[src/sv/onewire_slave_controller_assert.svh]
// assertion macros, clocked on clk and disabled while arst_n is low
`ifndef ONEWIRE_SLAVE_CONTROLLER_ASSERT_SVH
`define ONEWIRE_SLAVE_CONTROLLER_ASSERT_SVH

// same-cycle implication
`define OWS_ASSERT_IMP(name, ante, cons) \
	name: assert property (@(posedge clk) disable iff (!arst_n) (ante) |-> (cons)) \
		else $error("onewire slave assertion failed");

// next-cycle implication
`define OWS_ASSERT_NXT(name, ante, cons) \
	name: assert property (@(posedge clk) disable iff (!arst_n) (ante) |=> (cons)) \
		else $error("onewire slave assertion failed");

`endif

[src/sv/ows_pkg.sv]
`timescale 1ns / 1ps
`default_nettype none
package ows_pkg;

	localparam int SCRATCH_BYTES = 16;
	localparam int SCRATCH_AW = $clog2(SCRATCH_BYTES);
	localparam int SEND_BYTES = 8;
	localparam int WRITE_BYTES = 3;
	localparam int WRITE_START = 2 % SCRATCH_BYTES;
	localparam int ROM_BITS = 64;

	localparam int IN_TDATA_W = 16;
	localparam int IN_TUSER_W = 2;
	localparam int OUT_TDATA_W = 8;
	localparam int CFG_INDEX_W = 4;
	localparam int CFG_DATA_W = 64;

	localparam logic [7:0] ROM_READ = 8'h33;
	localparam logic [7:0] ROM_MATCH = 8'h55;
	localparam logic [7:0] ROM_SKIP = 8'hCC;
	localparam logic [7:0] ROM_SEARCH = 8'hF0;
	localparam logic [7:0] ROM_ALARM = 8'hEC;

	// rom participation: bit 0 send, bit 1 complement, bit 2 compare
	localparam logic [2:0] MODE_NONE = 3'b000;
	localparam logic [2:0] MODE_READ = 3'b001;
	localparam logic [2:0] MODE_MATCH = 3'b100;
	localparam logic [2:0] MODE_SEARCH = 3'b111;
	localparam logic [1:0] SUB_NONE = 2'd3;

	localparam logic [7:0] CRC_POLY = 8'h8C;

	localparam logic [63:0] DEF_ROM_CODE = 64'd0;
	localparam logic [7:0] DEF_CONVERT_A = 8'h44;
	localparam logic [7:0] DEF_CONVERT_B = 8'h3C;
	localparam logic [7:0] DEF_READ_SCRATCH = 8'hBE;
	localparam logic [7:0] DEF_READ_MEMORY = 8'hAA;
	localparam logic [7:0] DEF_RECALL = 8'hB8;
	localparam logic [7:0] DEF_COPY = 8'h48;
	localparam logic [7:0] DEF_WRITE_SCRATCH = 8'h4E;

	typedef enum logic [1:0] {
		OP_RESET = 2'd0,
		OP_SLOT  = 2'd1,
		OP_LOCAL = 2'd2,
		OP_NONE  = 2'd3
	} op_t;

	typedef enum logic [2:0] {
		REQ_NONE    = 3'd0,
		REQ_CONVERT = 3'd1,
		REQ_RECALL  = 3'd2,
		REQ_COMMIT  = 3'd3,
		REQ_WRITTEN = 3'd4
	} req_t;

	typedef enum logic [8:0] {
		PH_WAIT    = 9'b000000001,
		PH_ROMCMD  = 9'b000000010,
		PH_ROMBITS = 9'b000000100,
		PH_FUNCCMD = 9'b000001000,
		PH_OFFSET  = 9'b000010000,
		PH_DUMMY   = 9'b000100000,
		PH_SEND    = 9'b001000000,
		PH_SENDCRC = 9'b010000000,
		PH_WRITE   = 9'b100000000
	} phase_t;

	typedef enum logic [CFG_INDEX_W-1:0] {
		CFG_ROM_CODE      = 4'd0,
		CFG_CONVERT_A     = 4'd1,
		CFG_CONVERT_B     = 4'd2,
		CFG_READ_SCRATCH  = 4'd3,
		CFG_READ_MEMORY   = 4'd4,
		CFG_RECALL        = 4'd5,
		CFG_COPY          = 4'd6,
		CFG_WRITE_SCRATCH = 4'd7
	} cfg_idx_t;

	typedef struct packed {
		logic [1:0] pad;
		logic [7:0] local_value;
		logic [3:0] local_index;
		logic       alarm_active;
		logic       bus_bit;
	} in_data_t;

	typedef struct packed {
		logic [1:0] pad;
		logic       waiting_reset;
		req_t       request;
		logic       presence;
		logic       drive_low;
	} result_t;

endpackage
`default_nettype wire

[src/sv/onewire_slave_controller.sv]
`timescale 1ns / 1ps
`default_nettype none
// 1-Wire slave sequencer working at the level of bus events: each input request is a
// reset pulse (answered with presence), one time slot carrying the sampled master bit, a
// local scratchpad write, or a no-op. ROM commands read, match, skip, search and alarm
// search are handled, then function commands: convert, recall and copy raise a request
// code, write scratchpad stores three bytes at offset 2, read scratchpad and read memory
// send 8 bytes plus the CRC-8 (poly 0x8C reflected). Every input request yields exactly
// one result request. One request is taken per clock unless a stalled output has filled
// both registers; its result passes the input register, then the result register, which
// presents it on the output. A stalled output holds the input back only once both
// registers are full. Configuration writes are taken at any time, one per cycle, and are
// meant to be issued only while no transaction is in flight.
module onewire_slave_controller (
	input  wire logic                              clk,
	input  wire logic                              arst_n,
	// bus_bit, alarm_active, local_index[3:0], local_value[7:0], zero pad
	input  wire logic [ows_pkg::IN_TDATA_W-1:0]   s_axis_tdata,
	// operation[1:0]
	input  wire logic [ows_pkg::IN_TUSER_W-1:0]   s_axis_tuser,
	input  wire logic                              s_axis_tvalid,
	output      logic                              s_axis_tready,
	// drive_low, presence, request[2:0], waiting_reset, zero pad
	output      logic [ows_pkg::OUT_TDATA_W-1:0]  m_axis_tdata,
	output      logic                              m_axis_tvalid,
	input  wire logic                              m_axis_tready,
	input  wire logic                              cfg_valid,
	output      logic                              cfg_ready,
	input  wire logic [ows_pkg::CFG_INDEX_W-1:0]  cfg_index,
	input  wire logic [ows_pkg::CFG_DATA_W-1:0]   cfg_data
);
	import ows_pkg::*;

	logic [63:0] rom_code_q;
	logic [7:0]  code_convert_a_q, code_convert_b_q, code_read_scratch_q, code_read_memory_q;
	logic [7:0]  code_recall_q, code_copy_q, code_write_scratch_q;

	logic      valid_s1;
	op_t       op_s1;
	in_data_t  data_s1;
	logic      valid_s2;
	result_t   result_s2;
	logic      advance;
	logic      fire_s1;

	phase_t                 phase_q, phase_d;
	logic [6:0]             bit_count_q, bit_count_d;
	logic [1:0]             sub_slot_q, sub_slot_d;
	logic [7:0]             shift_q, shift_d;
	logic [2:0]             rom_mode_q, rom_mode_d;
	logic [7:0]             crc_q, crc_d;
	logic [SCRATCH_AW-1:0]  byte_pointer_q, byte_pointer_d;
	logic [3:0]             bytes_left_q, bytes_left_d;
	logic [7:0]             scratch_q [SCRATCH_BYTES];

	logic                   sp_we;
	logic [SCRATCH_AW-1:0]  sp_waddr;
	logic [7:0]             sp_wdata;

	result_t                result_d;
	logic [7:0]             shift_in;
	logic [6:0]             bc_inc;
	logic                   byte_done;
	logic [2:0]             mode_cmd;
	logic                   rom_bit;
	logic [1:0]             sub_next;
	logic [1:0]             sub_first;
	logic [7:0]             send_byte;
	logic [7:0]             crc_next;
	logic [3:0]             left_dec;

	function automatic logic [1:0] first_sub(input logic [2:0] mode, input logic [1:0] from);
		logic [1:0] r;
		r = SUB_NONE;
		for (int s = 2; s >= 0; s--) begin
			if ((2'(s) >= from) && mode[s]) begin
				r = 2'(s);
			end
		end
		return r;
	endfunction

	function automatic logic [7:0] crc8_byte(input logic [7:0] c_in, input logic [7:0] b);
		logic [7:0] c;
		c = c_in ^ b;
		for (int k = 0; k < 8; k++) begin
			c = c[0] ? ((c >> 1) ^ CRC_POLY) : (c >> 1);
		end
		return c;
	endfunction

	// configuration
	assign cfg_ready = 1'b1;

	always_ff @(posedge clk or negedge arst_n) begin
		if (!arst_n) begin
			rom_code_q <= DEF_ROM_CODE;
			code_convert_a_q <= DEF_CONVERT_A;
			code_convert_b_q <= DEF_CONVERT_B;
			code_read_scratch_q <= DEF_READ_SCRATCH;
			code_read_memory_q <= DEF_READ_MEMORY;
			code_recall_q <= DEF_RECALL;
			code_copy_q <= DEF_COPY;
			code_write_scratch_q <= DEF_WRITE_SCRATCH;
		end else if (cfg_valid && cfg_ready) begin
			case (cfg_idx_t'(cfg_index))
				CFG_ROM_CODE:      rom_code_q <= cfg_data;
				CFG_CONVERT_A:     code_convert_a_q <= cfg_data[7:0];
				CFG_CONVERT_B:     code_convert_b_q <= cfg_data[7:0];
				CFG_READ_SCRATCH:  code_read_scratch_q <= cfg_data[7:0];
				CFG_READ_MEMORY:   code_read_memory_q <= cfg_data[7:0];
				CFG_RECALL:        code_recall_q <= cfg_data[7:0];
				CFG_COPY:          code_copy_q <= cfg_data[7:0];
				CFG_WRITE_SCRATCH: code_write_scratch_q <= cfg_data[7:0];
				default: ;
			endcase
		end
	end

	// handshake
	assign advance = !valid_s2 || m_axis_tready;
	assign fire_s1 = valid_s1 && advance;
	assign s_axis_tready = !valid_s1 || advance;
	assign m_axis_tvalid = valid_s2;
	assign m_axis_tdata = result_s2;

	always_ff @(posedge clk or negedge arst_n) begin
		if (!arst_n) begin
			valid_s1 <= 1'b0;
			valid_s2 <= 1'b0;
		end else begin
			if (s_axis_tready) begin
				valid_s1 <= s_axis_tvalid;
			end
			if (advance) begin
				valid_s2 <= valid_s1;
			end
		end
	end

	always_ff @(posedge clk) begin
		if (s_axis_tvalid && s_axis_tready) begin
			op_s1 <= op_t'(s_axis_tuser);
			data_s1 <= s_axis_tdata;
		end
		if (fire_s1) begin
			result_s2 <= result_d;
		end
	end

	// slot datapath
	assign shift_in = {data_s1.bus_bit, shift_q[7:1]};
	assign bc_inc = bit_count_q + 7'd1;
	assign byte_done = (bc_inc >= 7'd8);
	assign rom_bit = rom_code_q[bit_count_q[5:0]];
	assign sub_next = (sub_slot_q != SUB_NONE) ? first_sub(rom_mode_q, sub_slot_q + 2'd1)
		: SUB_NONE;
	assign sub_first = first_sub(rom_mode_q, 2'd0);
	assign send_byte = (bit_count_q == 7'd0) ? scratch_q[byte_pointer_q] : shift_q;
	assign crc_next = crc8_byte(crc_q, send_byte);
	assign left_dec = (bytes_left_q != 4'd0) ? (bytes_left_q - 4'd1) : bytes_left_q;

	always_comb begin
		if (shift_in == ROM_MATCH) begin
			mode_cmd = MODE_MATCH;
		end else if (shift_in == ROM_READ) begin
			mode_cmd = MODE_READ;
		end else if (shift_in == ROM_SEARCH || (shift_in == ROM_ALARM && data_s1.alarm_active))
		begin
			mode_cmd = MODE_SEARCH;
		end else begin
			mode_cmd = MODE_NONE;
		end
	end

	always_comb begin
		phase_d = phase_q;
		bit_count_d = bit_count_q;
		sub_slot_d = sub_slot_q;
		shift_d = shift_q;
		rom_mode_d = rom_mode_q;
		crc_d = crc_q;
		byte_pointer_d = byte_pointer_q;
		bytes_left_d = bytes_left_q;
		sp_we = 1'b0;
		sp_waddr = byte_pointer_q;
		sp_wdata = shift_in;
		result_d = '0;
		case (op_s1)
			OP_RESET: begin
				result_d.presence = 1'b1;
				phase_d = PH_ROMCMD;
				bit_count_d = '0;
				sub_slot_d = '0;
				shift_d = '0;
				rom_mode_d = '0;
				crc_d = '0;
				byte_pointer_d = '0;
				bytes_left_d = '0;
			end
			OP_LOCAL: begin
				sp_we = 1'b1;
				sp_waddr = data_s1.local_index[SCRATCH_AW-1:0];
				sp_wdata = data_s1.local_value;
			end
			OP_SLOT: begin
				case (phase_q)
					PH_WAIT: ;
					PH_ROMCMD: begin
						shift_d = shift_in;
						bit_count_d = bc_inc;
						if (byte_done) begin
							bit_count_d = '0;
							rom_mode_d = mode_cmd;
							if (shift_in == ROM_SKIP) begin
								phase_d = PH_FUNCCMD;
								shift_d = '0;
							end else if (mode_cmd != MODE_NONE) begin
								phase_d = PH_ROMBITS;
								sub_slot_d = first_sub(mode_cmd, 2'd0);
							end else begin
								phase_d = PH_WAIT;
							end
						end
					end
					PH_ROMBITS: begin
						if (sub_slot_q == 2'd2 && data_s1.bus_bit != rom_bit) begin
							phase_d = PH_WAIT;
						end else begin
							if (sub_slot_q == 2'd0) begin
								result_d.drive_low = ~rom_bit;
							end else if (sub_slot_q == 2'd1) begin
								result_d.drive_low = rom_bit;
							end
							if (sub_next == SUB_NONE) begin
								bit_count_d = bc_inc;
								sub_slot_d = sub_first;
								if (bc_inc >= 7'(ROM_BITS) || sub_first == SUB_NONE) begin
									phase_d = PH_FUNCCMD;
									bit_count_d = '0;
									shift_d = '0;
								end
							end else begin
								sub_slot_d = sub_next;
							end
						end
					end
					PH_FUNCCMD: begin
						shift_d = shift_in;
						bit_count_d = bc_inc;
						if (byte_done) begin
							bit_count_d = '0;
							if (shift_in == code_convert_a_q || shift_in == code_convert_b_q)
							begin
								result_d.request = REQ_CONVERT;
								phase_d = PH_WAIT;
							end else if (shift_in == code_read_scratch_q) begin
								byte_pointer_d = '0;
								phase_d = PH_SEND;
								crc_d = '0;
								bytes_left_d = 4'(SEND_BYTES);
							end else if (shift_in == code_read_memory_q) begin
								phase_d = PH_OFFSET;
								shift_d = '0;
							end else if (shift_in == code_recall_q) begin
								result_d.request = REQ_RECALL;
								phase_d = PH_WAIT;
							end else if (shift_in == code_copy_q) begin
								result_d.request = REQ_COMMIT;
								phase_d = PH_WAIT;
							end else if (shift_in == code_write_scratch_q) begin
								phase_d = PH_WRITE;
								shift_d = '0;
								byte_pointer_d = SCRATCH_AW'(WRITE_START);
								bytes_left_d = 4'(WRITE_BYTES);
							end else begin
								phase_d = PH_WAIT;
							end
						end
					end
					PH_OFFSET: begin
						shift_d = shift_in;
						bit_count_d = bc_inc;
						if (byte_done) begin
							bit_count_d = '0;
							byte_pointer_d = shift_in[SCRATCH_AW-1:0];
							phase_d = PH_DUMMY;
							shift_d = '0;
						end
					end
					PH_DUMMY: begin
						shift_d = shift_in;
						bit_count_d = bc_inc;
						if (byte_done) begin
							bit_count_d = '0;
							phase_d = PH_SEND;
							crc_d = '0;
							bytes_left_d = 4'(SEND_BYTES);
						end
					end
					PH_SEND: begin
						shift_d = send_byte;
						result_d.drive_low = ~send_byte[bit_count_q[2:0]];
						bit_count_d = bc_inc;
						if (byte_done) begin
							bit_count_d = '0;
							crc_d = crc_next;
							byte_pointer_d = byte_pointer_q + SCRATCH_AW'(1);
							bytes_left_d = left_dec;
							if (left_dec == 4'd0) begin
								phase_d = PH_SENDCRC;
								shift_d = crc_next;
							end
						end
					end
					PH_SENDCRC: begin
						result_d.drive_low = ~crc_q[bit_count_q[2:0]];
						bit_count_d = bc_inc;
						if (byte_done) begin
							bit_count_d = '0;
							phase_d = PH_WAIT;
						end
					end
					PH_WRITE: begin
						shift_d = shift_in;
						bit_count_d = bc_inc;
						if (byte_done) begin
							bit_count_d = '0;
							sp_we = 1'b1;
							byte_pointer_d = byte_pointer_q + SCRATCH_AW'(1);
							bytes_left_d = left_dec;
							if (left_dec == 4'd0) begin
								result_d.request = REQ_WRITTEN;
								phase_d = PH_WAIT;
							end
						end
					end
					default: phase_d = PH_WAIT;
				endcase
			end
			default: ;
		endcase
		result_d.waiting_reset = (phase_d == PH_WAIT);
	end

	always_ff @(posedge clk or negedge arst_n) begin
		if (!arst_n) begin
			phase_q <= PH_WAIT;
			bit_count_q <= '0;
			sub_slot_q <= '0;
			shift_q <= '0;
			rom_mode_q <= '0;
			crc_q <= '0;
			byte_pointer_q <= '0;
			bytes_left_q <= '0;
		end else if (fire_s1) begin
			phase_q <= phase_d;
			bit_count_q <= bit_count_d;
			sub_slot_q <= sub_slot_d;
			shift_q <= shift_d;
			rom_mode_q <= rom_mode_d;
			crc_q <= crc_d;
			byte_pointer_q <= byte_pointer_d;
			bytes_left_q <= bytes_left_d;
		end
	end

	// scratchpad
	always_ff @(posedge clk or negedge arst_n) begin
		if (!arst_n) begin
			for (int i = 0; i < SCRATCH_BYTES; i++) begin
				scratch_q[i] <= '0;
			end
		end else if (fire_s1 && sp_we) begin
			scratch_q[sp_waddr] <= sp_wdata;
		end
	end

`include "onewire_slave_controller_assert.svh"

	`OWS_ASSERT_NXT(a_result_follows, fire_s1, valid_s2)
	`OWS_ASSERT_IMP(a_presence_alone, valid_s2 && result_s2.presence,
		result_s2.request == REQ_NONE && !result_s2.drive_low && !result_s2.waiting_reset)
	`OWS_ASSERT_IMP(a_request_ends, valid_s2 && result_s2.request != REQ_NONE,
		result_s2.waiting_reset)
	`OWS_ASSERT_IMP(a_rom_bits_sane, phase_q == PH_ROMBITS,
		rom_mode_q != MODE_NONE && sub_slot_q != SUB_NONE && bit_count_q < 7'(ROM_BITS))
	`OWS_ASSERT_IMP(a_byte_count, phase_q != PH_ROMBITS && phase_q != PH_WAIT,
		bit_count_q < 7'd8)

endmodule
`default_nettype wire

[config.mk]
export PLATFORM = sky130hd
export DESIGN_NAME = onewire_slave_controller
export DESIGN_NICKNAME = d
export VERILOG_FILES = /design/src/sv/ows_pkg.sv /design/src/sv/onewire_slave_controller.sv
export VERILOG_INCLUDE_DIRS = /design/src /design/src/sv
export SDC_FILE = /design/constraint.sdc
export NUM_CORES = 1
export LEC_CHECK = 0
export ABC_AREA = 0
export BUFFER_PORTS_ARGS = -buffer_cell sky130_fd_sc_hd__buf_2
export CORE_MARGIN = 2
export CORE_UTILIZATION = 56
export CTS_CLUSTER_SIZE = 12
export DETAILED_ROUTE_END_ITERATION = 10
export PLACE_DENSITY = 0.88
export REMOVE_ABC_BUFFERS = 1
export SLEW_MARGIN = 15
export SYNTH_ARGS = -nofsm -noshare
export SYNTH_HDL_FRONTEND = slang
export SYNTH_SLANG_ARGS = --single-unit
[constraint.sdc]
create_clock -name clk -period 3.82 [get_ports clk]
set_clock_uncertainty 0.2 [all_clocks]
set_input_delay 0.382 -clock clk [delete_from_list [all_inputs] [get_ports clk]]
set_output_delay 0.382 -clock clk [all_outputs]
set_load 0.05 [all_outputs]
Word-level counts from Yosys, hierarchy flattened
Cells that the tools add are included.
- memories: 0
- bits in read-only memories: 0
- bits of input ports: 91
- latch bits: 0
- bits in registers: 317
- logic and storage cells: 313
- RAM bits: 0
- shift operators: 0
- bitwise operators: 14
- muxes and demuxes: 138
- reduce and logical (&&, ||, !) cells: 42
- multiply operators: 0
- div/mod/pow operators: 0
- eq/ne operators: 62
- order comparisons: 10
- add/sub/neg operators: 4
- operators by type and width (kind ; number):
    2-to-1 mux 8 bit ; 33
    2-to-1 mux 9 bit ; 18
    bitwise mux 128 bit ; 1
    2-to-1 mux 4 bit ; 21
    one-hot mux 9 bit (9 select lines) ; 1
    equality test 8 bit ; 7
    one-hot mux 8 bit (6 select lines) ; 1
    inequality test 3 bit, second input constant ; 13
    2-to-1 mux 2 bit ; 18
    binary-select mux 8 bit (select 4 bit) ; 1
    demux 8 bit (select 4 bit) ; 1
    one-hot mux 8 bit (2 select lines) ; 2
    2-to-1 mux 7 bit ; 4
    one-hot mux 7 bit (2 select lines) ; 2
    equality test 8 bit, second input constant ; 3
    2-to-1 mux 3 bit ; 8
    inverter 2 -> 3 bit ; 8
    one-hot mux 4 bit (3 select lines) ; 2
    one-hot mux 8 bit (3 select lines) ; 1
    AND reduction 11 bit ; 2
    equality test 9 x 1 -> 1 bit, second input constant ; 2
    one-hot mux 9 bit (2 select lines) ; 1
    equality test 4 x 3 -> 1 bit, second input constant ; 4
    inequality test 4 bit, second input constant ; 4
    62 further kinds ; 112

Logic depth before layout (Yosys ltp)
- depth after elaboration: 26
- gate-level depth with buffers: 15
- depth with buffers taken out: 11

Worst setup path after synthesis
OpenSTA, ideal clock, no wires.
- path kind: register to register
- start point: register bit_count_q[0]
- end point: register shift_q[2]
- slack: 0.242 ns
- stages on the path, launching flop included: 16
- period minus slack after synthesis: 3.578 ns
- arrival: 3.254 ns
- path buffers: 4
- path through: dfrtp_1 > buf_4 > buf_6 > buf_4 > inv_1 > ha_1 > nor4b_4 > and2_1 > buf_4 > a221oi_4 > xor2_2 > xnor2_2 > xnor3_2 > xor2_1 > nor3_1 > a211o_1
- longest elaborated chain between the ends: 18
- elaborated cells on any way between the ends: 36
- RTL lines (element ; RTL line ; text):
    start, declared ; onewire_slave_controller.sv:47 ; logic [6:0] bit_count_q, bit_count_d;
    start signal, assigned ; onewire_slave_controller.sv:358 ; bit_count_q <= bit_count_d;
    zero test 7 bit ; onewire_slave_controller.sv:159 ; assign send_byte = (bit_count_q == 7'd0) ? scratch_q[byte_pointer_q] : shift_q;
    2-to-1 mux 8 bit ; onewire_slave_controller.sv:159 ;
    XOR 8 bit ; onewire_slave_controller.sv:85 ; c = c_in ^ b;
    2-to-1 mux 8 bit (2 in series) ; onewire_slave_controller.sv:87 ; c = c[0] ? ((c >> 1) ^ CRC_POLY) : (c >> 1);
    inverter 2 -> 3 bit (no line) ; n/a ;
    2-to-1 mux 8 bit ; onewire_slave_controller.sv:87 ;
    inverter 2 -> 3 bit (no line) ; n/a ;
    2-to-1 mux 8 bit (4 in series) ; onewire_slave_controller.sv:87 ;
    inverter 2 -> 3 bit (no line) ; n/a ;
    2-to-1 mux 8 bit ; onewire_slave_controller.sv:87 ;
    2-to-1 mux 8 bit ; onewire_slave_controller.sv:310 ; if (left_dec == 4'd0) begin
    2-to-1 mux 8 bit ; onewire_slave_controller.sv:305 ; if (byte_done) begin
    one-hot mux 8 bit (6 select lines) ; onewire_slave_controller.sv:207 ; case (phase_q)
    one-hot mux 8 bit (2 select lines) ; onewire_slave_controller.sv:189 ; case (op_s1)
    end signal, assigned ; onewire_slave_controller.sv:360 ; shift_q <= shift_d;
    end, declared ; onewire_slave_controller.sv:49 ; logic [7:0] shift_q, shift_d;
Parallel ways exist; a longest one is shown, timed or not. The select of a mux whose other input is x is not followed.
A chain may end at the register's enable or synchronous reset.

Worst setup path after layout
- start point: register bit_count_q[0]
- end point: register scratch_q[31] in the netlist's numbering
- longest elaborated chain between the ends: 6
- RTL lines (element ; RTL line ; text):
    adder 7 x 1 -> 7 bit ; onewire_slave_controller.sv:153 ; assign bc_inc = bit_count_q + 7'd1;
    greater-or-equal comparator 7 x 4 -> 1 bit ; onewire_slave_controller.sv:154 ; assign byte_done = (bc_inc >= 7'd8);
    2-to-1 mux 1 bit ; onewire_slave_controller.sv:327 ; if (byte_done) begin
    2-to-1 mux 1 bit ; onewire_slave_controller.sv:207 ;
    one-hot mux 1 bit (2 select lines) ; onewire_slave_controller.sv:189 ;
    logical AND 1 bit ; onewire_slave_controller.sv:374 ; end else if (fire_s1 && sp_we) begin
    end signal, assigned by index ; onewire_slave_controller.sv:375 ; scratch_q[sp_waddr] <= sp_wdata;
    end, declared ; onewire_slave_controller.sv:54 ; logic [7:0] scratch_q [SCRATCH_BYTES];
No other way between the ends.

==> results.md <==
* Initial antenna violation count at 1
* # Max-Cap Violations at 0
* Top cell type by total area after synthesis: dfrtp_1
* Top post-synthesis cells by area: dfrtp_1 (40%), mux2_2 (17%), mux4_2 (5.6%), dfstp_2 (4.3%), edfxtp_1 (4.0%)
* Rel. slew slack at 0.184
* Crit Path Category: reg2reg
* Total power at 9.47 mW
* Synthesis Warnings at 0
* Layout area overhead at 18.0%
* Post-synth top area share at 0.404
* Fin. Hold Viols at 0
* Seq cells post-synth at 317
* CTS Buf Count at 34
* Cell with the most instances after synthesis: dfrtp_1
* PD cells at 484 nW/um^2
* Worst flop-to-flop path startpoint: bit_count_q[0]$_DFFE_PN0P_
* Vias in the first global route at 12900
* Post-Syn Instances at 1346
* Full die area at 31000 sq um
* Period utilization at 0.973
* Fraction of layout cells with a size suffix above 1 at 0.362
* Lkg Pwr at 8.68 nW
* CP Data Arrival Time at 3890 ps
* EDFF count, synth at 22
* Compound-cell area share of the yosys netlist at 0.0800
* Sequential share of the synthesized area at 0.487
* First-pass GRT wire length at 71000 microns
* Syn Area/Cell at 12.3 sq um
* F_max at 269 MHz
* Min-Delay Path Class: in2reg
* Final #Nets at 1640
* Sequence of cells on the critical path: buf_12 > ha_1 > nand3_1 > or3_1 > nand3_1 > nor2_1 > nor2_1 > o211a_2 > and2_1 > nand2b_1 > mux2_1
* Minimum clock period at 3720 ps
* Worst-margin pin slew at 1220 ps
* Drt wl/cell at 23.1 microns
* CTS H-tree lvls at 2
* Initial DRC Count at 1398
* Clk_lat worst skew at 520 ps
* Total GRT Usage at 0.294
* # rows at 63
* Setup WS pre-CTS at 221 ps
* Max-slew violations at 0
* PnR worst setup slack at 102 ps
* Status: completed
* Width of the die at 176 microns
* Multiplexer area fraction after synthesis at 0.253
* Drt first pass iters at 9
* Largest net degree at the start of global routing at 98
* Post-DP HPWL at 28300 microns
* WL final at 45100 microns
* Placer Congestion at 0.946
* TritonCTS clock tree: built
* Crit. Startpoint: bit_count_q[0]$_DFFE_PN0P_
* Hold_sp: cfg_data[6]
* Placed Area at 17700 sq um
* Final setup viols at 0
* Fill count at 1977
* Synth Area in XOR/XNOR at 0.0462
* Placed cell count at 1813
* Design area at 19600 sq um
* Chip height at 176 microns
* Clock sink count at 317
* CP required at 3990 ps
* Worst reg-to-reg setup slack at 100 ps
* Vias per inst at 6.39
* Port Buffer Count at 96
* Max IR drop VDD at 0.351 mV
* Antenna Cells at 0
* Max clock buf depth at 3
* Commonest cells post-synth: dfrtp_1 (268), mux2_2 (256), nand2_1 (77)
* Slowest stage delay, CP at 470 ps
* Initial Util at 0.564
* DRC at 0
* Clk pin slew, worst setup/hold paths at 70 ps
* IO Count at 102
* Critical Path Fanout Max at 34
* Simple-Gate Fraction of Synth Area at 0.0936
* Count of different cell masters after synthesis at 84
* Most used DFF post-synth: dfrtp_1
* Asr flop ratio synth at 0.931
* DRT antenna net count at 0
* Via Count at 12500
* Cell Area, Synth at 16600 sq um
* Clock root buffer: clkbuf_16
* Synth Area in Adders at 0.00905
* Total grt overflow at 0
* Startpoint Class: flip-flop
* Finished Layout Cells at 1951
* CORE AREA at 29400 sq um
* Setup crit end kind: flip-flop
* CP max stage cell: mux2_1
* Largest family of logic cells by synthesized area: multiplexers
==> metrics by stage <==
stage | util | hold WS [ps] | TNS, ps
after floorplan | - | -114 | -847
after global placement | 0.603 | 260 | 0
after detailed placement | 0.603 | 270 | 0
after CTS | 0.665 | 48.6 | 0
after global routing | 0.666 | 43.1 | -10.2
final | 0.666 | 41.9 | 0
==> cell families after synthesis <==
kind of cell / after synthesis
AO/OA/AOI/OAI: 196
XOR/XNOR: 84
adder cells (fa/ha/maj): 12
buffers and inverters: 113
flip-flops: 317
multiplexers: 327
other: 2
AND/OR/NAND/NOR: 295
==> registers in the layout (all words and copies together), names as in the netlist <==
register / flops
scratch_q: 128
rom_code_q: 64
data_s1: 14
phase_q: 9
code_convert_a_q: 8
code_convert_b_q: 8
code_copy_q: 8
code_read_memory_q: 8
code_read_scratch_q: 8
code_recall_q: 8
code_write_scratch_q: 8
crc_q: 8
shift_q: 8
bit_count_q: 7
m_axis_tdata: 6
byte_pointer_q: 4
bytes_left_q: 4
rom_mode_q: 3
op_s1: 2
sub_slot_q: 2
m_axis_tvalid: 1
valid_s1: 1
==> routing by layer <==
metal	track usage	vias up	part of all wire
li1	-	5326	-
met1	0.364	6180	0.37
met2	0.489	740	0.49
met3	0.0588	211	0.084
met4	0.157	2	0.056
met5	0	-	0.00040
==> report_power, final <==
group          internal [mW]  leakage (nW)  switching (mW)
logic                   1.01          4.10            1.07
clock network           1.90         0.522            1.33
registers               3.83          4.05           0.321
==> path summary, 6_finish.rpt <==
kind / cells past startpoint / endpoint
worst max register to register: 11 / scratch_q[31]$_DFFE_PN0P_
worst min register to register: 1 / scratch_q[18]$_DFFE_PN0P_
worst min-delay path: 2 / code_read_memory_q[6]$_DFFE_PN0P_
worst max-delay path: 11 / scratch_q[31]$_DFFE_PN0P_
min in group asynchronous: 2 / code_convert_a_q[4]$_DFFE_PN0P_
max in group asynchronous: 3 / bit_count_q[0]$_DFFE_PN0P_
==> critical path: cells and delay by family (launching register included) <==
family                     cells  cell delay [ps]
AOI/OAI and AO/OA              1              280
buffers and inverters          1              260
DFF                            1              400
and+or+nand+nor                7             1680
muxes                          1              470
adders and majority gates      1              290
==> layout make-up <==
cell class | instances | area, sq um | share of cell area
Inverter | 28 | 105 | 0.00537
Clock inverter | 3 | 43.8 | 0.00224
Clock buffer | 57 | 1030 | 0.0525
Multi-Input combinational cell | 917 | 8030 | 0.410
Timing Repair Buffer | 239 | 1800 | 0.0921
Tap cell | 390 | 488 | 0.0249
Sequential cell | 317 | 8080 | 0.413
==> repair_timing <==
| item | in CTS | in global routing |
|---|---|---|
| setup endpoints to repair | 0 | 4 |
| hold buffers | 75 | 0 |
| setup buffers | 0 | 3 |
| endpoints found under the hold margin | 152 | 0 |
| gates resized for setup | 0 | 1 |
==> placed cells by master (no fill, tap or decap), drive strengths merged, types with 13 or more instances in the layout <==
cell         synthesis  layout
a21oi               34      34
edfxtp              22      22
xnor2               34      34
o21ai               61      61
nor2                58      58
mux2               265     265
dfrtp              268     268
mux4                46      46
mux2i               16      16
nor4                16      16
o22ai               15      15
nand2               77      77
clkbuf              58      57
xor2                49      49
buf                 27     164
nor3                13      13
dfstp               27      27
nand2b              22      22
nand3               31      31
inv                 27      28
dlygate4sd3          0      75
nand4               14      14
Note: power is estimated with default switching activity, not from simulation.
